--- config.mk ---
export PLATFORM = sky130hd
export DESIGN_NAME = psnp_find
export DESIGN_NICKNAME = d
export VERILOG_FILES = /design/src/sv/psnp_pkg.sv /design/src/sv/psnp_find.sv
export SDC_FILE = /design/constraint.sdc
export NUM_CORES = 1
export LEC_CHECK = 0
export BUFFER_PORTS_ARGS = -buffer_cell sky130_fd_sc_hd__clkbuf_2
export CORE_MARGIN = 1.5
export CORE_UTILIZATION = 31
export DETAILED_ROUTE_END_ITERATION = 8
export PLACE_DENSITY = 0.55
export SLEW_MARGIN = 20
export SYNTH_ARGS = -nofsm -noshare
export SYNTH_HDL_FRONTEND = slang
export SYNTH_SLANG_ARGS = --single-unit
--- constraint.sdc ---
create_clock -name vclk -period 3.01
set_input_delay 0.4515 -clock vclk [all_inputs]
set_output_delay 0.4515 -clock vclk [all_outputs]
set_load 0.03 [all_outputs]
--- src/sv/psnp_pkg.sv ---
package psnp_pkg;

   localparam int VALUE_BITS = 17;
   localparam int WORD_BITS  = 32;
   localparam int WORD_LOG   = 5;

   localparam logic FUNC_BUILD = 1'b0;
   localparam logic FUNC_QUERY = 1'b1;

   localparam logic [1:0] STATUS_OK        = 2'd0;
   localparam logic [1:0] STATUS_NOT_BUILT = 2'd1;
   localparam logic [1:0] STATUS_NONE      = 2'd2;

   typedef enum logic [8:0] {
      ST_IDLE     = 9'b000000001,
      ST_CLEAR    = 9'b000000010,
      ST_SQUARE   = 9'b000000100,
      ST_TEST     = 9'b000001000,
      ST_TEST_CHK = 9'b000010000,
      ST_MARK_RD  = 9'b000100000,
      ST_MARK_WR  = 9'b001000000,
      ST_SCAN     = 9'b010000000,
      ST_DONE     = 9'b100000000
   } state_type;

   typedef struct packed {
      logic                found;
      logic [WORD_LOG-1:0] pos;
   } find_res_type;

endpackage

--- src/sv/psnp_find.sv ---
module psnp_find (
   input  logic [psnp_pkg::WORD_BITS-1:0] word,
   input  logic [psnp_pkg::WORD_LOG-1:0]  lo,
   input  logic [psnp_pkg::WORD_LOG:0]    cnt,
   output psnp_pkg::find_res_type         res
);
   import psnp_pkg::*;

   logic [WORD_BITS-1:0] cand;

   // A candidate is a prime flag (bit clear) inside the window [lo, cnt).
   always_comb begin
      for (int p = 0; p < WORD_BITS; p++) begin
         cand[p] = !word[p] && (WORD_LOG'(p) >= lo) && ((WORD_LOG + 1)'(p) < cnt);
      end
   end

   always_comb begin
      res.found = 1'b0;
      res.pos   = '0;
      for (int p = WORD_BITS - 1; p >= 0; p--) begin
         if (cand[p]) begin
            res.found = 1'b1;
            res.pos   = WORD_LOG'(p);
         end
      end
   end

endmodule

==> key figures, run 1 <==
Outcome
  • Status: finished clean

STA
  • Fin. max-slew vios: 0
  • Final Setup Violations: 0
  • Setup repair after global routing missed its margin: false
  • Max Fclk: 348.3 MHz
  • Slew HR: 68.69%
  • Final hold vios: 0
  • Final min period: 2.871 ns
  • Accumulated negative setup slack: 0 ns
  • Hold_ws: 1.554 ns
  • Worst slew pin tran: 0.4697 ns
  • Final worst path period share: 95.38%

Place
  • Placer Congestion: 0.9292
  • Placed insts: 299
  • DP HPWL: 4126 µm
  • # port buffers: 49

Floorplanning
  • Chip width: 69.36 µm
  • Die area: 4811 µm²
  • Initial core utilization: 33.17%
  • Core Rows: 23
  • Die Ht: 69.36 µm
  • Core area: 4115 µm²
  • IO Pins: 49

Route
  • Wire per inst: 16.98 µm
  • # DRC: 0
  • Final wirelength: 5077 µm
  • Via count: 1,826
  • Starting DRC count in detailed routing: 158
  • Drt via density: 6.107
  • ANT nets after route: 0
  • Drt first pass iters: 4

Synth
  • Netlist cell types: 69
  • Ranking of synthesized cells by area: a21oi_1 5.9%, nor2_1 4.7%, a2111oi_2 4.4%
  • Count leader, synth: nor2_1
  • Synth Cell Area: 1365 µm²
  • Gate Count Post-Synth: 199
  • Syn Area/Cell: 6.860 µm²
  • Post-synth top area cell: a21oi_1
  • Synth cell count leaders: 17 x nor2_1, 16 x a21oi_1, 16 x nand2_1
  • Yosys warnings: 0
  • Sequential area share after synthesis: 0%
  • Share of the synthesized area in the top cell type: 5.866%
  • Syn_nets: 242

Min path
  • Worst hold path class: in2out

Worst setup path
  • Crit path DAT: 2.42 ns
  • Crit start category: input port
  • Crit path kind: in2out
  • Crit-path max FO: 15
  • Data required, critical path: 2.56 ns
  • Crit end category: primary output

Final layout
  • Fin util: 42.38%
  • Fin cells: 299
  • Area Overhead vs Synth: 27.77%
  • Clkbuf count: 0
  • # diodes: 0
  • Register area: 0 µm²
  • Layout cells sized above 1: 37.75%
  • Sequential cells: 0
  • Layout Nets: 294

Flow run
  • Max_cap viols: 0

Global route
  • Vias in the first global route: 1,708
  • Largest net degree at the start of global routing: 17
  • Initial antenna violation count: 0
  • GR Util All Layers: 19.91%
  • First-pass GRT wire length: 8086 µm
  • GRT overflow: 0

Power and ir drop
  • Static Leak: 0.0007345 µW
  • PD cells: 180.0 nW/µm²
  • Worst vdd ir: 0.00007929 V

Clock network
  • # hold bufs at CTS: 0
==> power breakdown <==
part / switching (µW) / internal (µW)
clock network: 0 / 0
registers: 0 / 0
logic: 186 / 128
==> layout by cell type, fill, tap and decap left out, types with 3 or more instances in the layout <==
cell	instances
a2111oi_2	4
a211o_1	5
a211oi_1	4
a21o_1	7
a21oi_1	16
a221o_1	3
and2_1	5
buf_4	18
clkbuf_2	47
inv_1	5
nand2_1	16
nand3_1	5
nand4_1	4
nor2_1	17
nor3_1	6
nor4_1	5
o211ai_1	3
o21ai_0	5
o22ai_1	4
or3_1	4
==> what timing repair did <==
action,in CTS,in global routing
gates resized for setup,0,8
buffers inserted,0,0
endpoints found under the setup margin,0,5
==> kinds of logic after synthesis <==
family / count (synthesis) / share of synthesized area [%]
buf+inv: 23 / 9.807
fa+ha+maj: 1 / 0.7333
simple gates: 85 / 37.12
compound gates: 90 / 52.34
==> layout make-up <==
class / count / area [µm²]
timing repair buffer: 68 / 402.9
tap: 50 / 62.56
multi-input combinational: 176 / 1260
fill: 467 / 2371
inverter: 5 / 18.77
==> metrics by stage <==
step           worst slack, ns  instance area, µm²  power [µW]
6_report                0.1392                1744       313.9
4_1_cts                0.02178                1713       304.0
2_1_floorplan           0.1045                1365       204.8
5_1_grt               0.003565                1744       338.9
3_5_place_dp           0.03177                1713       302.6
3_3_place_gp           0.05275                1713       303.9
==> layer usage <==
| metal | share of wire (%) | vias up | track usage, % | wire length, µm |
|---|---|---|---|---|
| li1 | - | 904 | - | - |
| met1 | 48 | 848 | 27.86 | 2424 |
| met2 | 46 | 70 | 34.40 | 2352 |
| met3 | 5.4 | 4 | 1.744 | 274 |
| met4 | 0.51 | 0 | 1.525 | 26 |
| met5 | 0 | - | 0 | 0 |
==> critical path: stages <==
cell	delay, ns
buf_2	0.26
and3_1	0.37
a21oi_1	0.13
o22ai_1	0.33
nor3b_2	0.28
nor4_1	0.07
o32ai_1	0.28
clkbuf_2	0.25
==> path summary, 6_finish.rpt <==
| kind | start | endpoint | slack, ns | cells after the start |
|---|---|---|---|---|
| hold / removal | word[4] | res[2] | 1.55 | 6 |
| setup / recovery | lo[3] | res[1] | 0.14 | 8 |
No activity file was read; power rests on OpenSTA's default activity.
==> inputs of run 2 (changes only) <==
--- a/config.mk
+++ b/config.mk
@@ -6,10 +6,11 @@
 export NUM_CORES = 1
 export LEC_CHECK = 0
 export BUFFER_PORTS_ARGS = -buffer_cell sky130_fd_sc_hd__clkbuf_2
-export CORE_MARGIN = 1.5
-export CORE_UTILIZATION = 31
+export CELL_PAD_IN_SITES_DETAIL_PLACEMENT = 2
+export CELL_PAD_IN_SITES_GLOBAL_PLACEMENT = 2
+export CORE_UTILIZATION = 28
 export DETAILED_ROUTE_END_ITERATION = 8
-export PLACE_DENSITY = 0.55
+export PLACE_DENSITY = 0.86
 export SLEW_MARGIN = 20
 export SYNTH_ARGS = -nofsm -noshare
 export SYNTH_HDL_FRONTEND = slang
==> run 2 against run 1 <==
  * Hold slack improved by 0.023 ns
  * Sequential cell count did not move
  * Critical endpoint is now res[0]
  * Sequential share of layout area did not move
  * Core utilization fell by 2.1 points
  * Final cell count rose by 4.7%
  * Combinational power rose by 17%
  * Count of clock-buffer cells in the layout did not move
  * First-iteration DRC count fell by 21%
  * Via count rose by 11%
  * Total power rose by 17%
  * Cell area rose by 8.5%
==> key figures, run 2 (same netlist as run 1, synthesis figures left out) <==
Outcome
  • Status: finished clean (unchanged)

Power and ir drop
  • Register share of total power: 0% (about the same)
  • Pint: 144.6 µW (was 128.0 µW)
  • Tot Pwr: 367.0 µW (was 313.9 µW)
  • Static Leak: 0.0007926 µW (was 0.0007345 µW)
  • PD cells: 194.0 nW/µm² (was 180.0 nW/µm²)
  • Net Switching: 222.3 µW (was 185.9 µW)
  • Sw frac: 60.59% (was 59.23%)
  • Clock Power Share: 0% (about the same)
  • Worst vdd ir: 0.00008476 V (was 0.00007929 V)
  • Combinational share of power: 100.0% (about the same)

Worst setup path
  • Data required, critical path: 2.56 ns (about the same)
  • Crit-path max FO: 7 (was 15)
  • CP top delay family: simple AND/OR/NAND/NOR gates (was compound AO/OA/AOI/OAI gates)
  • Crit-path cells: clkbuf_2 -> buf_4 -> or2_2 -> or3_1 -> a32oi_2 -> o31ai_2 -> nor4_1 -> a211o_1 -> clkbuf_4 (was buf_2 -> and3_1 -> a21oi_1 -> o22ai_1 -> nor3b_2 -> nor4_1 -> o32ai_1 -> clkbuf_2)
  • CP peak stage delay: 0.36 ns (was 0.37 ns)
  • Crit path kind: in2out (unchanged)
  • Crit start category: input port (unchanged)
  • Worst Path Buf+Inv: 3 (was 2)
  • Crit path DAT: 2.54 ns (was 2.42 ns)
  • Worst path slowest cell: or2_2 (was and3_1)
  • Crit end category: primary output (unchanged)

Place
  • # port buffers: 49 (unchanged)
  • DP HPWL: 6103 µm (was 4126 µm)
  • Placer Congestion: 0.9001 (was 0.9292)
  • Pre-CTS setup slack: -0.02561 ns (was 0.03177 ns)
  • Placed insts: 311 (was 299)

Min path
  • Hold depth: 6 (unchanged)
  • Hold path startpoint: word[4] (unchanged)
  • Hold EP: res[2] (unchanged)
  • Worst hold path class: in2out (unchanged)

Floorplanning
  • Core Rows: 25 (was 23)
  • Initial core utilization: 29.09% (was 33.17%)
  • Core area: 4692 µm² (was 4115 µm²)
  • Die area: 5158 µm² (was 4811 µm²)
  • Chip width: 71.82 µm (was 69.36 µm)
  • IO Pins: 49 (unchanged)
  • Die Ht: 71.82 µm (was 69.36 µm)

Route
  • Final wirelength: 7523 µm (was 5077 µm)
  • Via count: 2,020 (was 1,826)
  • Wire per inst: 24.04 µm (was 16.98 µm)
  • Drt first pass iters: 4 (unchanged)
  • Drt via density: 6.454 (was 6.107)
  • ANT nets after route: 0 (unchanged)
  • Starting DRC count in detailed routing: 125 (was 158)
  • # DRC: 0 (unchanged)

Final layout
  • Commonest non-fill, non-tap cell in the layout: clkbuf_2 (unchanged)
  • Layout Nets: 304 (was 294)
  • Register area: 0 µm² (unchanged)
  • Layout fillers: 581 (was 467)
  • Clkbuf count: 0 (unchanged)
  • # diodes: 0 (unchanged)
  • Layout cells sized above 1: 44.79% (was 37.75%)
  • Area Overhead vs Synth: 38.59% (was 27.77%)
  • Commonest cells after routing, fill and taps aside: 47 x clkbuf_2, 29 x buf_4, 16 x nor2_1, 16 x nand2_1, 15 x a21oi_1 (was 47 x clkbuf_2, 18 x buf_4, 17 x nor2_1, 16 x a21oi_1, 16 x nand2_1)
  • Multi-input gate area: 1340 µm² (was 1260 µm²)
  • Fin cells: 313 (was 299)
  • Sequential cells: 0 (unchanged)
  • Fin util: 40.32% (was 42.38%)

Clock network
  • # hold bufs at CTS: 0 (unchanged)

Global route
  • First-pass GRT wire length: 11,450 µm (was 8086 µm)
  • Initial antenna violation count: 0 (unchanged)
  • GR Util All Layers: 28.53% (was 19.91%)
  • Vias in the first global route: 2,167 (was 1,708)
  • GRT overflow: 0 (unchanged)
  • Largest net degree at the start of global routing: 15 (was 17)

Flow run
  • Max_cap viols: 0 (unchanged)

STA
  • Final hold vios: 0 (unchanged)
  • Accumulated negative setup slack: 0 ns (unchanged)
  • Setup repair after global routing missed its margin: true (was false)
  • Final WS setup: 0.01678 ns (was 0.1392 ns)
  • Slew HR: 65.27% (was 68.69%)
  • Worst slew pin tran: 0.5179 ns (was 0.4697 ns)
  • Final Setup Violations: 0 (unchanged)
  • Fin. max-slew vios: 0 (unchanged)
  • Final min period: 2.993 ns (was 2.871 ns)
  • Max Fclk: 334.1 MHz (was 348.3 MHz)
  • Final worst path period share: 99.44% (was 95.38%)
[run 2: cell count changes in the layout (fill, tap and decap cells not counted), sizes merged]
cell / delta
buf: +10
[run 2: final cells by class]
| cell class | count | share of cell area, % |
|---|---|---|
| multi-input cells | 176 | 70.83 |
| repair buffers | 78 | 24.60 |
| well taps | 54 | 3.571 |
| inverters | 5 | 0.9921 |
[run 2: what timing repair did]
item | in CTS | in global routing
setup endpoints to repair | 3 | 6
gates cloned | 0 | 0
pin swaps | 0 | 2
resized for setup | 2 | 22
setup buffers | 0 | 2
[run 2: worst max-delay path by stage]
stage	from	endpoint	slack, ns	depth (start not counted)
after floorplan	cnt[0]	res[1]	0.10	7
after global placement	lo[3]	res[4]	0.05	8
after global routing	cnt[5]	res[3]	-0.06	9
after CTS	lo[1]	res[4]	0.02	8
final	lo[1]	res[0]	0.02	9
after detailed placement	cnt[5]	res[3]	-0.03	9
[run 2: power groups by stage]
| stage | clock network (µW) | logic, µW | registers (µW) |
|---|---|---|---|
| detailed placement | 0 | 333 | 0 |
| finish | 0 | 367 | 0 |
| CTS | 0 | 336 | 0 |
| global placement | 0 | 316 | 0 |
| floorplan | 0 | 205 | 0 |
| global route | 0 | 391 | 0 |
[run 2: layer usage]
layer | part of all wire [%] | GRT usage, % | up-vias
met3 | 2.7 | 1.547 | 8
met4 | 1.5 | 6.536 | 0
li1 | - | - | 923
met5 | 0 | 0 | -
met2 | 54 | 54.61 | 56
met1 | 42 | 34.60 | 1033
[run 2: stage by stage]
stage               area, µm²  hold slack [ns]
floorplan                1365            1.315
global placement         1765            1.563
detailed placement       1765            1.572
CTS                      1777            1.573
global route             1892            1.646
finish                   1892            1.577
==> inputs of run 3 (changes only) <==
--- a/config.mk
+++ b/config.mk
@@ -11,6 +11,7 @@
 export CORE_UTILIZATION = 28
 export DETAILED_ROUTE_END_ITERATION = 8
 export PLACE_DENSITY = 0.86
+export SETUP_SLACK_MARGIN = 0.1
 export SLEW_MARGIN = 20
 export SYNTH_ARGS = -nofsm -noshare
 export SYNTH_HDL_FRONTEND = slang
==> run 3 against run 2 <==
  * Combinational power rose by 7.1%
  * Total power rose by 7.2%
  * Count of clock-buffer cells in the layout did not move
  * Sequential share of layout area did not move
  * Die area did not move
  * Sequential cell count did not move
  * Setup slack improved by 0.044 ns
  * Critical path depth rose by 1
  * Largest cell class unchanged
==> key figures, run 3 (same netlist as run 1, synthesis figures left out) <==
Outcome
  • Status: finished clean (unchanged)

STA
  • Hold_ws: 1.580 ns (was 1.577 ns)
  • Max Fclk: 339.1 MHz (was 334.1 MHz)
  • Slew HR: 61.53% (was 65.27%)
  • Fin. max-slew vios: 0 (unchanged)
  • Accumulated negative setup slack: 0 ns (unchanged)
  • Final worst path period share: 97.98% (was 99.44%)
  • Final WS setup: 0.06092 ns (was 0.01678 ns)
  • Final Setup Violations: 0 (unchanged)
  • Final min period: 2.949 ns (was 2.993 ns)
  • Final hold vios: 0 (unchanged)
  • Worst slew pin tran: 0.5736 ns (was 0.5179 ns)

Global route
  • First-pass GRT wire length: 11,540 µm (was 11,450 µm)
  • Largest net degree at the start of global routing: 15 (unchanged)
  • GR Util All Layers: 28.73% (was 28.53%)
  • GRT overflow: 0 (unchanged)
  • Initial antenna violation count: 0 (unchanged)
  • Vias in the first global route: 2,173 (was 2,167)

Final layout
  • Commonest non-fill, non-tap cell in the layout: clkbuf_2 (unchanged)
  • Layout cells sized above 1: 49.23% (was 44.79%)
  • Commonest cells after routing, fill and taps aside: 41 x clkbuf_2, 31 x buf_4, 16 x nor2_1, 16 x nand2_1, 15 x a21oi_1 (was 47 x clkbuf_2, 29 x buf_4, 16 x nor2_1, 16 x nand2_1, 15 x a21oi_1)
  • Area Overhead vs Synth: 49.04% (was 38.59%)
  • Register area: 0 µm² (unchanged)
  • Layout Nets: 305 (was 304)
  • Layout fillers: 543 (was 581)
  • Sequential cells: 0 (unchanged)
  • # diodes: 0 (unchanged)
  • Clkbuf count: 0 (unchanged)

Floorplanning
  • Chip width: 71.82 µm (unchanged)
  • Die Ht: 71.82 µm (unchanged)
  • Core Rows: 25 (unchanged)
  • Die area: 5158 µm² (unchanged)
  • Core area: 4692 µm² (unchanged)
  • Initial core utilization: 29.09% (unchanged)
  • IO Pins: 49 (unchanged)

Worst setup path
  • Data required, critical path: 2.56 ns (about the same)
  • Worst path slowest cell: nor4bb_4 (was or2_2)
  • Crit start category: input port (unchanged)
  • Crit-path cells: clkbuf_4 -> nor2_1 -> buf_4 -> buf_4 -> a211oi_1 -> nor2_1 -> nand2_1 -> nor4bb_4 -> nor2b_2 -> buf_4 (was clkbuf_2 -> buf_4 -> or2_2 -> or3_1 -> a32oi_2 -> o31ai_2 -> nor4_1 -> a211o_1 -> clkbuf_4)
  • CP top delay family: simple AND/OR/NAND/NOR gates (unchanged)
  • Crit end category: primary output (unchanged)
  • Most frequent CP cell: buf_4
  • Crit path kind: in2out (unchanged)
  • CP peak stage delay: 0.39 ns (was 0.36 ns)
  • Worst Path Buf+Inv: 4 (was 3)
  • Crit-path max FO: 8 (was 7)
  • Crit path DAT: 2.50 ns (was 2.54 ns)

Power and ir drop
  • Static Leak: 0.0008409 µW (was 0.0007926 µW)
  • Pint: 159.6 µW (was 144.6 µW)
  • PD cells: 193.4 nW/µm² (was 194.0 nW/µm²)
  • Combinational share of power: 100.0% (about the same)
  • Register share of total power: 0% (about the same)
  • Clock Power Share: 0% (about the same)
  • Worst vdd ir: 0.00008392 V (was 0.00008476 V)
  • Sw frac: 59.42% (was 60.59%)
  • Net Switching: 233.8 µW (was 222.3 µW)
  • Tot Pwr: 393.5 µW (was 367.0 µW)

Place
  • Pre-CTS setup slack: -0.02561 ns (unchanged)
  • Placer Congestion: 0.9001 (unchanged)
  • DP HPWL: 6103 µm (unchanged)
  • # port buffers: 49 (unchanged)

Min path
  • Hold depth: 6 (unchanged)
  • Hold path startpoint: word[4] (unchanged)
  • Worst hold path class: in2out (unchanged)
  • Hold EP: res[2] (unchanged)

Route
  • Drt first pass iters: 4 (unchanged)
  • ANT nets after route: 0 (unchanged)
  • Final wirelength: 7871 µm (was 7523 µm)
  • Via count: 2,052 (was 2,020)
  • Wire per inst: 25.07 µm (was 24.04 µm)
  • # DRC: 0 (unchanged)
  • Drt via density: 6.535 (was 6.454)
  • Starting DRC count in detailed routing: 103 (was 125)

Flow run
  • Max_cap viols: 0 (unchanged)

Clock network
  • # hold bufs at CTS: 0 (unchanged)
run 3: how the worst max path moves through the flow:
stage          endpoint   start  slack, ns  cells after the start
6_report         res[4]  cnt[5]       0.06                     10
3_3_place_gp     res[4]   lo[3]       0.05                      8
3_5_place_dp     res[3]  cnt[5]      -0.03                      9
4_1_cts          res[3]  cnt[5]       0.09                      9
5_1_grt          res[4]  cnt[5]      -0.03                     10
2_1_floorplan    res[1]  cnt[0]       0.10                      7
run 3: power groups by stage:
stage | Combinational, µW | Clock [µW] | Sequential (µW)
final | 393 | 0 | 0
after global routing | 418 | 0 | 0
after detailed placement | 333 | 0 | 0
after global placement | 316 | 0 | 0
after floorplan | 205 | 0 | 0
after CTS | 346 | 0 | 0
run 3: what timing repair did:
action                                  CTS  global route
pin swaps                                 2            11
endpoints found under the setup margin    5             6
gates resized for setup                  14            42
cloned                                    0             0
setup buffers                             0             3
run 3: metal layers:
metal | vias up | global-route usage (%) | wire [µm]
li1 | 927 | - | -
met1 | 1034 | 34.93 | 3287
met2 | 71 | 54.72 | 4097
met4 | 0 | 7.407 | 229
met5 | - | 0 | 0
met3 | 20 | 1.266 | 257
run 3: through the flow:
stage	util, %	cell area, µm²	std cells
detailed placement	37.63	1765	311
floorplan	-	1365	199
CTS	38.88	1824	311
global placement	37.63	1765	311
global route	43.36	2034	314
finish	43.36	2034	314
run 3: cell type report:
cell class | instances | area, µm² | area share (%)
Inverter | 5 | 18.77 | 0.9225
Tap cell | 54 | 67.56 | 3.321
Timing Repair Buffer | 79 | 490.5 | 24.11
Multi-Input combinational cell | 176 | 1458 | 71.65
